File: config.mk
export PLATFORM = sky130hd
export DESIGN_NAME = set_assoc_lru_writeback_cache_flat
export DESIGN_NICKNAME = d
export VERILOG_FILES = /design/src/rtl/salc_pkg.sv /design/src/rtl/salc_chan_if.sv /design/src/rtl/salc_lookup.sv /design/src/rtl/salc_counters.sv /design/src/rtl/set_assoc_lru_writeback_cache.sv /design/src/flat_wrapper.sv
export SDC_FILE = /design/constraint.sdc
export NUM_CORES = 2
export LEC_CHECK = 0
export ABC_CLOCK_PERIOD_IN_PS = 8650
export BUFFER_PORTS_ARGS = -buffer_cell sky130_fd_sc_hd__buf_2
export CAP_MARGIN = 40
export CORE_UTILIZATION = 45
export DETAILED_ROUTE_END_ITERATION = 10
export GPL_TIMING_DRIVEN = 0
export HOLD_SLACK_MARGIN = 0.03
export PLACE_DENSITY = 0.73
export SYNTH_ARGS = -nofsm -noshare
export SYNTH_HDL_FRONTEND = slang
export SYNTH_SLANG_ARGS = --single-unit
File: constraint.sdc
create_clock -name clk -period 8.65 [get_ports clk]
set_input_delay 0.4325 -clock clk [delete_from_list [all_inputs] [get_ports clk]]
set_output_delay 0.4325 -clock clk [all_outputs]
set_load 0.01 [all_outputs]
File: src/rtl/salc_pkg.sv
// ----------------------------------------------------------------------------
// salc_pkg
// Shared geometry, types and helpers of the set-associative write-back cache.
// ----------------------------------------------------------------------------
package salc_pkg;

  localparam int NUM_SETS    = 32;
  localparam int NUM_WAYS    = 2;
  localparam int BLOCK_BYTES = 16;
  localparam int ADDR_BITS   = 32;

  localparam int FIELD_W     = 32;
  localparam int CNT_W       = 32;

  localparam int OFFSET_BITS = $clog2(BLOCK_BYTES);
  localparam int SET_BITS    = $clog2(NUM_SETS);
  localparam int TAG_BITS    = ADDR_BITS - SET_BITS - OFFSET_BITS;
  localparam int WAY_BITS    = (NUM_WAYS > 1) ? $clog2(NUM_WAYS) : 1;
  localparam int RANK_BITS   = WAY_BITS;

  localparam logic FUNC_READ  = 1'b0;
  localparam logic FUNC_WRITE = 1'b1;

  localparam logic [CNT_W-1:0] CNT_MAX = '1;

  // one memory row holds a whole set
  typedef struct packed {
    logic [NUM_WAYS-1:0]                valid;
    logic [NUM_WAYS-1:0]                dirty;
    logic [NUM_WAYS-1:0][RANK_BITS-1:0] rank;
    logic [NUM_WAYS-1:0][TAG_BITS-1:0]  tag;
  } set_row_t;

  localparam int ROW_W = $bits(set_row_t);

  typedef struct packed {
    logic               hit;
    logic               write_back;
    logic [FIELD_W-1:0] victim_address;
    logic               way_used;
    set_row_t           new_row;
  } lookup_t;

  typedef struct packed {
    logic [CNT_W-1:0] reads;
    logic [CNT_W-1:0] read_misses;
    logic [CNT_W-1:0] writes;
    logic [CNT_W-1:0] write_misses;
  } totals_t;

  function automatic set_row_t reset_row();
    set_row_t r;
    r.valid = '0;
    r.dirty = '0;
    r.tag   = '0;
    for (int w = 0; w < NUM_WAYS; w++) begin
      r.rank[w] = RANK_BITS'(NUM_WAYS - 1);
    end
    return r;
  endfunction

  function automatic logic [CNT_W-1:0] sat_inc(input logic [CNT_W-1:0] v);
    return (v == CNT_MAX) ? v : v + 1'b1;
  endfunction

endpackage

File: src/rtl/salc_chan_if.sv
// ----------------------------------------------------------------------------
// salc_req_if / salc_rsp_if
// Valid/ready channels for cache accesses and their results.
// ----------------------------------------------------------------------------
interface salc_req_if import salc_pkg::*; ();
  logic                 valid;
  logic                 ready;
  logic                 func;
  logic [FIELD_W-1:0]   address;

  modport source (output valid, func, address, input ready);
  modport sink   (input valid, func, address, output ready);
endinterface

interface salc_rsp_if import salc_pkg::*; ();
  logic                 valid;
  logic                 ready;
  logic                 hit;
  logic                 fetch_from_next;
  logic                 write_back;
  logic [FIELD_W-1:0]   victim_address;
  logic                 way_used;
  logic [CNT_W-1:0]     read_total;
  logic [CNT_W-1:0]     read_miss_total;
  logic [CNT_W-1:0]     write_total;
  logic [CNT_W-1:0]     write_miss_total;

  modport source (output valid, hit, fetch_from_next, write_back, victim_address, way_used,
                  read_total, read_miss_total, write_total, write_miss_total,
                  input ready);
  modport sink   (input valid, hit, fetch_from_next, write_back, victim_address, way_used,
                  read_total, read_miss_total, write_total, write_miss_total,
                  output ready);
endinterface

File: src/rtl/salc_lookup.sv
// ----------------------------------------------------------------------------
// salc_lookup
// Tag compare over all ways of a set, victim choice and the updated set row.
// ----------------------------------------------------------------------------
module salc_lookup import salc_pkg::*; (
  input  logic                func,
  input  logic [TAG_BITS-1:0] tag,
  input  logic [SET_BITS-1:0] set_idx,
  input  set_row_t            row,
  output lookup_t             res
);

  always_comb begin
    logic                 found_hit;
    logic                 found_inv;
    logic [WAY_BITS-1:0]  hit_way;
    logic [WAY_BITS-1:0]  inv_way;
    logic [WAY_BITS-1:0]  lru_way;
    logic [WAY_BITS-1:0]  way;
    logic [RANK_BITS-1:0] best;
    logic [RANK_BITS-1:0] old;
    logic                 wb;
    set_row_t             nr;

    found_hit = 1'b0;
    found_inv = 1'b0;
    hit_way   = '0;
    inv_way   = '0;
    for (int w = 0; w < NUM_WAYS; w++) begin
      if (!found_hit && row.valid[w] && row.tag[w] == tag) begin
        found_hit = 1'b1;
        hit_way   = WAY_BITS'(w);
      end
      if (!found_inv && !row.valid[w]) begin
        found_inv = 1'b1;
        inv_way   = WAY_BITS'(w);
      end
    end

    // highest rank wins, lowest way on a tie
    best    = row.rank[0];
    lru_way = '0;
    for (int w = 1; w < NUM_WAYS; w++) begin
      if (row.rank[w] > best) begin
        best    = row.rank[w];
        lru_way = WAY_BITS'(w);
      end
    end

    if (found_hit) begin
      way = hit_way;
    end else if (found_inv) begin
      way = inv_way;
    end else begin
      way = lru_way;
    end

    wb = !found_hit && !found_inv && row.dirty[lru_way];

    nr = row;
    if (found_hit) begin
      if (func == FUNC_WRITE) begin
        nr.dirty[way] = 1'b1;
      end
    end else begin
      nr.tag[way]   = tag;
      nr.valid[way] = 1'b1;
      nr.dirty[way] = (func == FUNC_WRITE);
    end

    old = row.rank[way];
    for (int k = 0; k < NUM_WAYS; k++) begin
      if (row.rank[k] < old) begin
        nr.rank[k] = row.rank[k] + 1'b1;
      end
    end
    nr.rank[way] = '0;

    res.hit            = found_hit;
    res.write_back     = wb;
    res.victim_address = wb ? FIELD_W'({row.tag[lru_way], set_idx, {OFFSET_BITS{1'b0}}})
                            : '0;
    res.way_used       = way[0];
    res.new_row        = nr;
  end

endmodule

File: src/rtl/salc_counters.sv
// ----------------------------------------------------------------------------
// salc_counters
// Saturating access and miss counters, split by reads and writes.
// ----------------------------------------------------------------------------
module salc_counters import salc_pkg::*; (
  input  logic    clk,
  input  logic    rst,
  input  logic    fire,
  input  logic    func,
  input  logic    hit,
  output totals_t totals_next
);

  totals_t totals;

  always_comb begin
    totals_next = totals;
    if (func == FUNC_WRITE) begin
      totals_next.writes = sat_inc(totals.writes);
      if (!hit) begin
        totals_next.write_misses = sat_inc(totals.write_misses);
      end
    end else begin
      totals_next.reads = sat_inc(totals.reads);
      if (!hit) begin
        totals_next.read_misses = sat_inc(totals.read_misses);
      end
    end
  end

  always_ff @(posedge clk) begin
    if (rst) begin
      totals <= '0;
    end else if (fire) begin
      totals <= totals_next;
    end
  end

endmodule

File: src/rtl/set_assoc_lru_writeback_cache.sv
// ----------------------------------------------------------------------------
// set_assoc_lru_writeback_cache
// Tag-only set-associative write-back cache with true-LRU replacement.
// ----------------------------------------------------------------------------
// Accesses come in on req (func: 0 read, 1 write; byte address) and one
// result per access leaves on rsp: hit, fetch_from_next on a miss, write_back
// with the block address of a dirty victim, the way used and four saturating
// totals counted up to and including this access.
// The set row (tags, valid, dirty, LRU ranks of all ways) sits in a
// synchronous memory of NUM_SETS rows. An access reads its row at the accept
// edge, the compare and update run in the next cycle, and the row is written
// back and the result registered when that compare stage fires. One access
// per cycle is sustained while rsp is not stalled; a following
// access to the same set takes the just-written row through a bypass register.
// Reset clears a per-set initialised flag and the totals, so the block takes
// accesses from the first cycle after reset with no clearing pass; a set
// never written reads as all ways invalid with full rank.
// When rsp is stalled the result register holds, the access in the compare
// stage waits, and req.ready drops once that stage is full.
// ----------------------------------------------------------------------------
module set_assoc_lru_writeback_cache import salc_pkg::*; (
  input  logic         clk,
  input  logic         rst,
  salc_req_if.sink     req,
  salc_rsp_if.source   rsp
);

  logic [ROW_W-1:0]    mem [NUM_SETS];
  logic [ROW_W-1:0]    mem_q;
  logic [NUM_SETS-1:0] row_init;

  logic                s1_valid;
  logic                s1_func;
  logic [SET_BITS-1:0] s1_set;
  logic [TAG_BITS-1:0] s1_tag;
  logic                s1_init;
  logic                s1_byp;
  set_row_t            s1_byp_row;

  logic                s1_fire;
  logic                in_fire;
  logic [SET_BITS-1:0] in_set;
  set_row_t            s1_row;
  lookup_t             lk;
  totals_t             totals_next;

  assign in_set  = req.address[OFFSET_BITS +: SET_BITS];
  assign s1_fire = s1_valid && (!rsp.valid || rsp.ready);
  assign req.ready = !s1_valid || s1_fire;
  assign in_fire = req.valid && req.ready;

  // row seen by the compare stage
  always_comb begin
    if (s1_byp) begin
      s1_row = s1_byp_row;
    end else if (s1_init) begin
      s1_row = set_row_t'(mem_q);
    end else begin
      s1_row = reset_row();
    end
  end

  salc_lookup u_lookup (
    .func    (s1_func),
    .tag     (s1_tag),
    .set_idx (s1_set),
    .row     (s1_row),
    .res     (lk)
  );

  salc_counters u_counters (
    .clk         (clk),
    .rst         (rst),
    .fire        (s1_fire),
    .func        (s1_func),
    .hit         (lk.hit),
    .totals_next (totals_next)
  );

  always_ff @(posedge clk) begin
    if (s1_fire) begin
      mem[s1_set] <= ROW_W'(lk.new_row);
    end
    if (in_fire) begin
      mem_q <= mem[in_set];
    end
  end

  always_ff @(posedge clk) begin
    if (rst) begin
      row_init  <= '0;
      s1_valid  <= 1'b0;
      rsp.valid <= 1'b0;
    end else begin
      if (s1_fire) begin
        row_init[s1_set] <= 1'b1;
        rsp.valid        <= 1'b1;
      end else if (rsp.ready) begin
        rsp.valid <= 1'b0;
      end
      if (in_fire) begin
        s1_valid <= 1'b1;
      end else if (s1_fire) begin
        s1_valid <= 1'b0;
      end
    end
  end

  // payload registers
  always_ff @(posedge clk) begin
    if (in_fire) begin
      s1_func    <= req.func;
      s1_set     <= in_set;
      s1_tag     <= req.address[ADDR_BITS-1 -: TAG_BITS];
      s1_init    <= row_init[in_set];
      s1_byp     <= s1_fire && (s1_set == in_set);
      s1_byp_row <= lk.new_row;
    end
    if (s1_fire) begin
      rsp.hit              <= lk.hit;
      rsp.fetch_from_next  <= !lk.hit;
      rsp.write_back       <= lk.write_back;
      rsp.victim_address   <= lk.victim_address;
      rsp.way_used         <= lk.way_used;
      rsp.read_total       <= totals_next.reads;
      rsp.read_miss_total  <= totals_next.read_misses;
      rsp.write_total      <= totals_next.writes;
      rsp.write_miss_total <= totals_next.write_misses;
    end
  end

  a_hit_xor_fetch: assert property (@(posedge clk) disable iff (rst)
    rsp.valid |-> (rsp.hit != rsp.fetch_from_next))
    else $error("hit and fetch_from_next disagree");

  a_wb_only_on_miss: assert property (@(posedge clk) disable iff (rst)
    rsp.valid && rsp.write_back |-> !rsp.hit)
    else $error("write-back raised on a hit");

  a_fire_gives_result: assert property (@(posedge clk) disable iff (rst)
    s1_fire |=> rsp.valid)
    else $error("compare stage fired without a result");

  a_valid_ways_grow: assert property (@(posedge clk) disable iff (rst)
    s1_fire |-> $countones(lk.new_row.valid) >= $countones(s1_row.valid))
    else $error("an access dropped a valid way");

  a_stage_holds: assert property (@(posedge clk) disable iff (rst)
    s1_valid && !s1_fire |=> s1_valid && $stable(s1_set))
    else $error("stalled access lost from the compare stage");

endmodule
File: src/flat_wrapper.sv
// flat-port wrapper written by rule: the top's interface ports become plain ports
module set_assoc_lru_writeback_cache_flat import salc_pkg::*;
  (clk, rst, req_valid, req_func, req_address, req_ready, rsp_valid, rsp_hit, rsp_fetch_from_next, rsp_write_back, rsp_victim_address, rsp_way_used, rsp_read_total, rsp_read_miss_total, rsp_write_total, rsp_write_miss_total, rsp_ready);
  salc_req_if req_i ();
  salc_rsp_if rsp_i ();
  input  logic clk;
  input  logic rst;
  input wire logic [$bits(req_i.valid)-1:0] req_valid;
  input wire logic [$bits(req_i.func)-1:0] req_func;
  input wire logic [$bits(req_i.address)-1:0] req_address;
  output wire logic [$bits(req_i.ready)-1:0] req_ready;
  output wire logic [$bits(rsp_i.valid)-1:0] rsp_valid;
  output wire logic [$bits(rsp_i.hit)-1:0] rsp_hit;
  output wire logic [$bits(rsp_i.fetch_from_next)-1:0] rsp_fetch_from_next;
  output wire logic [$bits(rsp_i.write_back)-1:0] rsp_write_back;
  output wire logic [$bits(rsp_i.victim_address)-1:0] rsp_victim_address;
  output wire logic [$bits(rsp_i.way_used)-1:0] rsp_way_used;
  output wire logic [$bits(rsp_i.read_total)-1:0] rsp_read_total;
  output wire logic [$bits(rsp_i.read_miss_total)-1:0] rsp_read_miss_total;
  output wire logic [$bits(rsp_i.write_total)-1:0] rsp_write_total;
  output wire logic [$bits(rsp_i.write_miss_total)-1:0] rsp_write_miss_total;
  input wire logic [$bits(rsp_i.ready)-1:0] rsp_ready;
  assign req_i.valid = req_valid;
  assign req_i.func = req_func;
  assign req_i.address = req_address;
  assign req_ready = req_i.ready;
  assign rsp_valid = rsp_i.valid;
  assign rsp_hit = rsp_i.hit;
  assign rsp_fetch_from_next = rsp_i.fetch_from_next;
  assign rsp_write_back = rsp_i.write_back;
  assign rsp_victim_address = rsp_i.victim_address;
  assign rsp_way_used = rsp_i.way_used;
  assign rsp_read_total = rsp_i.read_total;
  assign rsp_read_miss_total = rsp_i.read_miss_total;
  assign rsp_write_total = rsp_i.write_total;
  assign rsp_write_miss_total = rsp_i.write_miss_total;
  assign rsp_i.ready = rsp_ready;
  set_assoc_lru_writeback_cache u_core (.clk(clk), .rst(rst), .req(req_i), .rsp(rsp_i));
endmodule
==> flow_summary.toml <==
[run_status]
status = "finished, final reports clean"

[place]
dpl-instance-area_sq_um = 92000
hpwl_mm = 157
io_buffers = 193
dpl_worst_slack_ns = 3.90
finalWeightedCongestion = 0.964

[clocking]
cts_made_buffers = 205
tritoncts = "yes"
htreeDepth = 4
cts.reportedPaths.clkPinSlew_ns = 0.06
clock_sinks = 2121
post-cts-setup-buffer-count = 0
cts_buffer_depth = 3
ctsResizeCount = 0
clock_latency_ns = 0.86
cts-root-buf = "clkbuf_16"

[final_layout]
drive_gt1_share_pct = 28.1
final_common_cell = "edfxtp_1"
final_cell_mix = "1959 x edfxtp_1, 530 x mux4_2, 231 x nor2_1"
fin_util_pct = 53.3
areaGrowthSynthToFinish_pct = 17.1
nFillCells = 14124
nets = 5039
fin_area_sq_um = 99200

[timing]
rsz0062_at_grt = "false"
finClkSkew_ns = 0.0690
fin_crit_ns = 4.90
whs_ns = 0.204
tightest_slew_ns = 0.995
setup_slack_ns = 3.75
slew_violations = 0
fmax_ghz = 0.204
finalHoldViolCount = 0
slew_headroom_pct = 32.3
min_period_over_period_pct = 56.6
setup_violations = 0

[detailed_routing]
firstDrtPassIters = 6
vias = 46316
drt_iter0_drc = 5331
detail-route-antenna-nets = 0
drc = 0
wl_per_cell_microns = 30.0
routed_via_density = 6.06
totalWireLength_mm = 229

[pwr]
internal_power_uw = 17200
power.leakage_uw = 0.0318
powerDensity_nw_per_um2 = 222
switching_power_uw = 4860
max-vdd-ir-drop_mv = 0.172
p_seq_share_pct = 52.5
p_sw_share_pct = 22.1
clkPwrFrac_pct = 41.2
combinationalPowerShare_pct = 6.4
total_power_uw = 22000

[critical_path]
worst-path-max-fanout = 20
r2r_cells = 12
worstSetupPathType = "reg -> reg"
timing.rr.start = "u_core.s1_byp"
cp.required_ns = 9.34
rrSetupSlack_ns = 3.75
reg2reg_to = "u_core.mem[5][33]"
cp-end-kind = "flip-flop"
startpoint_type = "flip-flop"
arrival_ns = 5.58

[global_routing]
grt_pass1_vias = 45788
grt_pass1_wl_mm = 328
groute.usage.overall_pct = 24.0
grt_max_degree = 64
grt_overflow_total = 0
antenna_found_initial = 8

[die]
rows = 158
ios = 203
initial_core_util_pct = 45.5
dieHeight_microns = 436
die-area_sq_um = 190000
chipWidth_microns = 436
core_area_sq_um = 186000

[synth]
yosys.area_share.simple_pct = 4.87
syn_area_per_cell_sq_um = 19.3
ys.warnings.count = 0
synth_cells = 4388
synth-edff-count = 1959
syn-cell-area_sq_um = 84700
synth_compound_area_share_pct = 2.29
ys_seq_area_share_pct = 73.3
synth-seq-cells = 2121
synth_top_family_by_area = "multiplexers"
ys_types = 82
synth_ff_type = "edfxtp_1"
synth_fa_ha_area_share_pct = 0.0591
synthMuxAreaShare_pct = 15.8
synth_xor_area_share_pct = 2.25
synth-async-reset-ratio_pct = 0

[job]
maxCapViolCount = 0

[min_path]
min-delay-start = "rst"
hold_class = "in -> reg"
whs_path_depth = 3
hold_path_end = "u_core.u_counters.totals[19]"
timing repair:
| item | CTS | global route |
|---|---|---|
| hold buffers | 32 | 0 |
| endpoints found under the hold margin | 31 | 0 |
| endpoints found under the setup margin | 0 | 0 |
sequential cells by signal (all words and copies together), names as in the netlist, 28 cells and up:
| name | flops |
|---|---|
| u_core.rsp.read_miss_total | 32 |
| u_core.rsp.victim_address | 28 |
| u_core.row_init | 32 |
| u_core.rsp.write_total | 32 |
| u_core.u_counters.totals | 128 |
| u_core.rsp.read_total | 32 |
| u_core.rsp.write_miss_total | 32 |
| u_core.s1_byp_row | 52 |
| u_core.mem_q | 52 |
| u_core.mem | 1664 |
synthesized netlist by cell type, types with 4 or more instances:
cell,count,area (sq um)
nor2_1,263,987
nor4bb_1,5,50.1
dfxtp_1,162,3240
buf_6,7,78.8
nand4_1,35,219
o21a_1,14,105
xnor2_1,89,780
a22oi_1,8,60.1
ha_1,4,50.1
o21ai_0,48,240
and4_1,9,78.8
or2_2,8,50.1
nand4b_1,6,52.6
o41ai_1,5,43.8
nand3b_1,15,113
nand2_1,127,477
clkbuf_1,164,616
a21oi_1,78,390
nand3_1,85,425
mux4_2,530,11900
nor3_1,65,325
a221oi_1,12,105
buf_2,30,150
mux2i_1,20,200
buf_4,15,113
and2_1,14,87.6
a31oi_1,4,25.0
or4_1,38,285
a211oi_1,12,90.1
nor2b_1,35,219
nor4_1,18,113
nor4_2,6,75.1
o31ai_1,32,240
a22o_1,30,263
xor2_1,129,1130
mux2_2,112,1260
edfxtp_1,1959,58800
o22ai_1,9,56.3
buf_1,33,124
and3_1,32,200
or3_1,22,138
nand2b_1,5,31.3
inv_1,34,128
critical path, stage by stage (launching register included):
cell	delay [ns]
edfxtp_1	0.52
buf_2	0.33
buf_2	0.39
o21ai_0	0.25
o2111ai_1	0.23
nor3b_1	0.10
and4b_1	0.32
or2_1	0.27
buf_4	0.19
nor3_4	0.47
buf_2	0.50
mux2i_2	0.84
buf_6	0.28
stage by stage:
stage	TNS, ns	std cells
2_1_floorplan	0	4391
3_3_place_gp	-17.80	7064
3_5_place_dp	0	7233
4_1_cts	0	7637
5_1_grt	0	7645
6_report	0	7648
cells by family after synthesis:
group	count (synthesis)
AOI/OAI and AO/OA	287
xor gates and xnor gates	218
adders and majority gates	4
buffers and inverters	287
DFF	2121
muxes	662
other	1
and+or+nand+nor	808
routing by layer:
layer	GRT usage, %	routed length, microns	vias up
met5	0	0	-
met3	3.81	18900	402
met1	32.2	89000	24338
met2	39.3	112000	2509
li1	-	-	19067
met4	9.64	9230	0
worst max path at each step:
stage                              start                             to  cells past startpoint
after floorplan                rsp_ready  u_core.u_counters.totals[114]                      7
after global placement         rsp_ready  u_core.u_counters.totals[114]                      8
after detailed placement   u_core.s1_byp              u_core.mem[2][33]                     12
after CTS                  u_core.s1_byp              u_core.mem[7][33]                     12
after global routing      u_core.s1_init              u_core.mem[5][33]                     12
final                      u_core.s1_byp              u_core.mem[5][33]                     12
area by class of cell:
type | instances | area, sq um | area share, %
Clock inverter | 118 | 1400 | 1.41
Multi-Input combinational cell | 1983 | 21800 | 22.0
Clock buffer | 254 | 5420 | 5.46
Timing Repair Buffer | 400 | 4190 | 4.22
Sequential cell | 2121 | 62100 | 62.6
Tap cell | 2480 | 3100 | 3.13
Buffer | 252 | 1110 | 1.12
Antenna cell | 5 | 12.5 | 0.0126
Inverter | 35 | 131 | 0.132
power groups by stage:
| stage | registers [uW] | logic, uW | clock network [uW] |
|---|---|---|---|
| after floorplan | 11800 | 759 | 0 |
| after global placement | 11800 | 1220 | 0 |
| after detailed placement | 11800 | 1370 | 0 |
| after CTS | 11600 | 1390 | 9160 |
| after global routing | 11600 | 1460 | 9550 |
| final | 11600 | 1400 | 9070 |
Power figures use the tool's default switching activity.
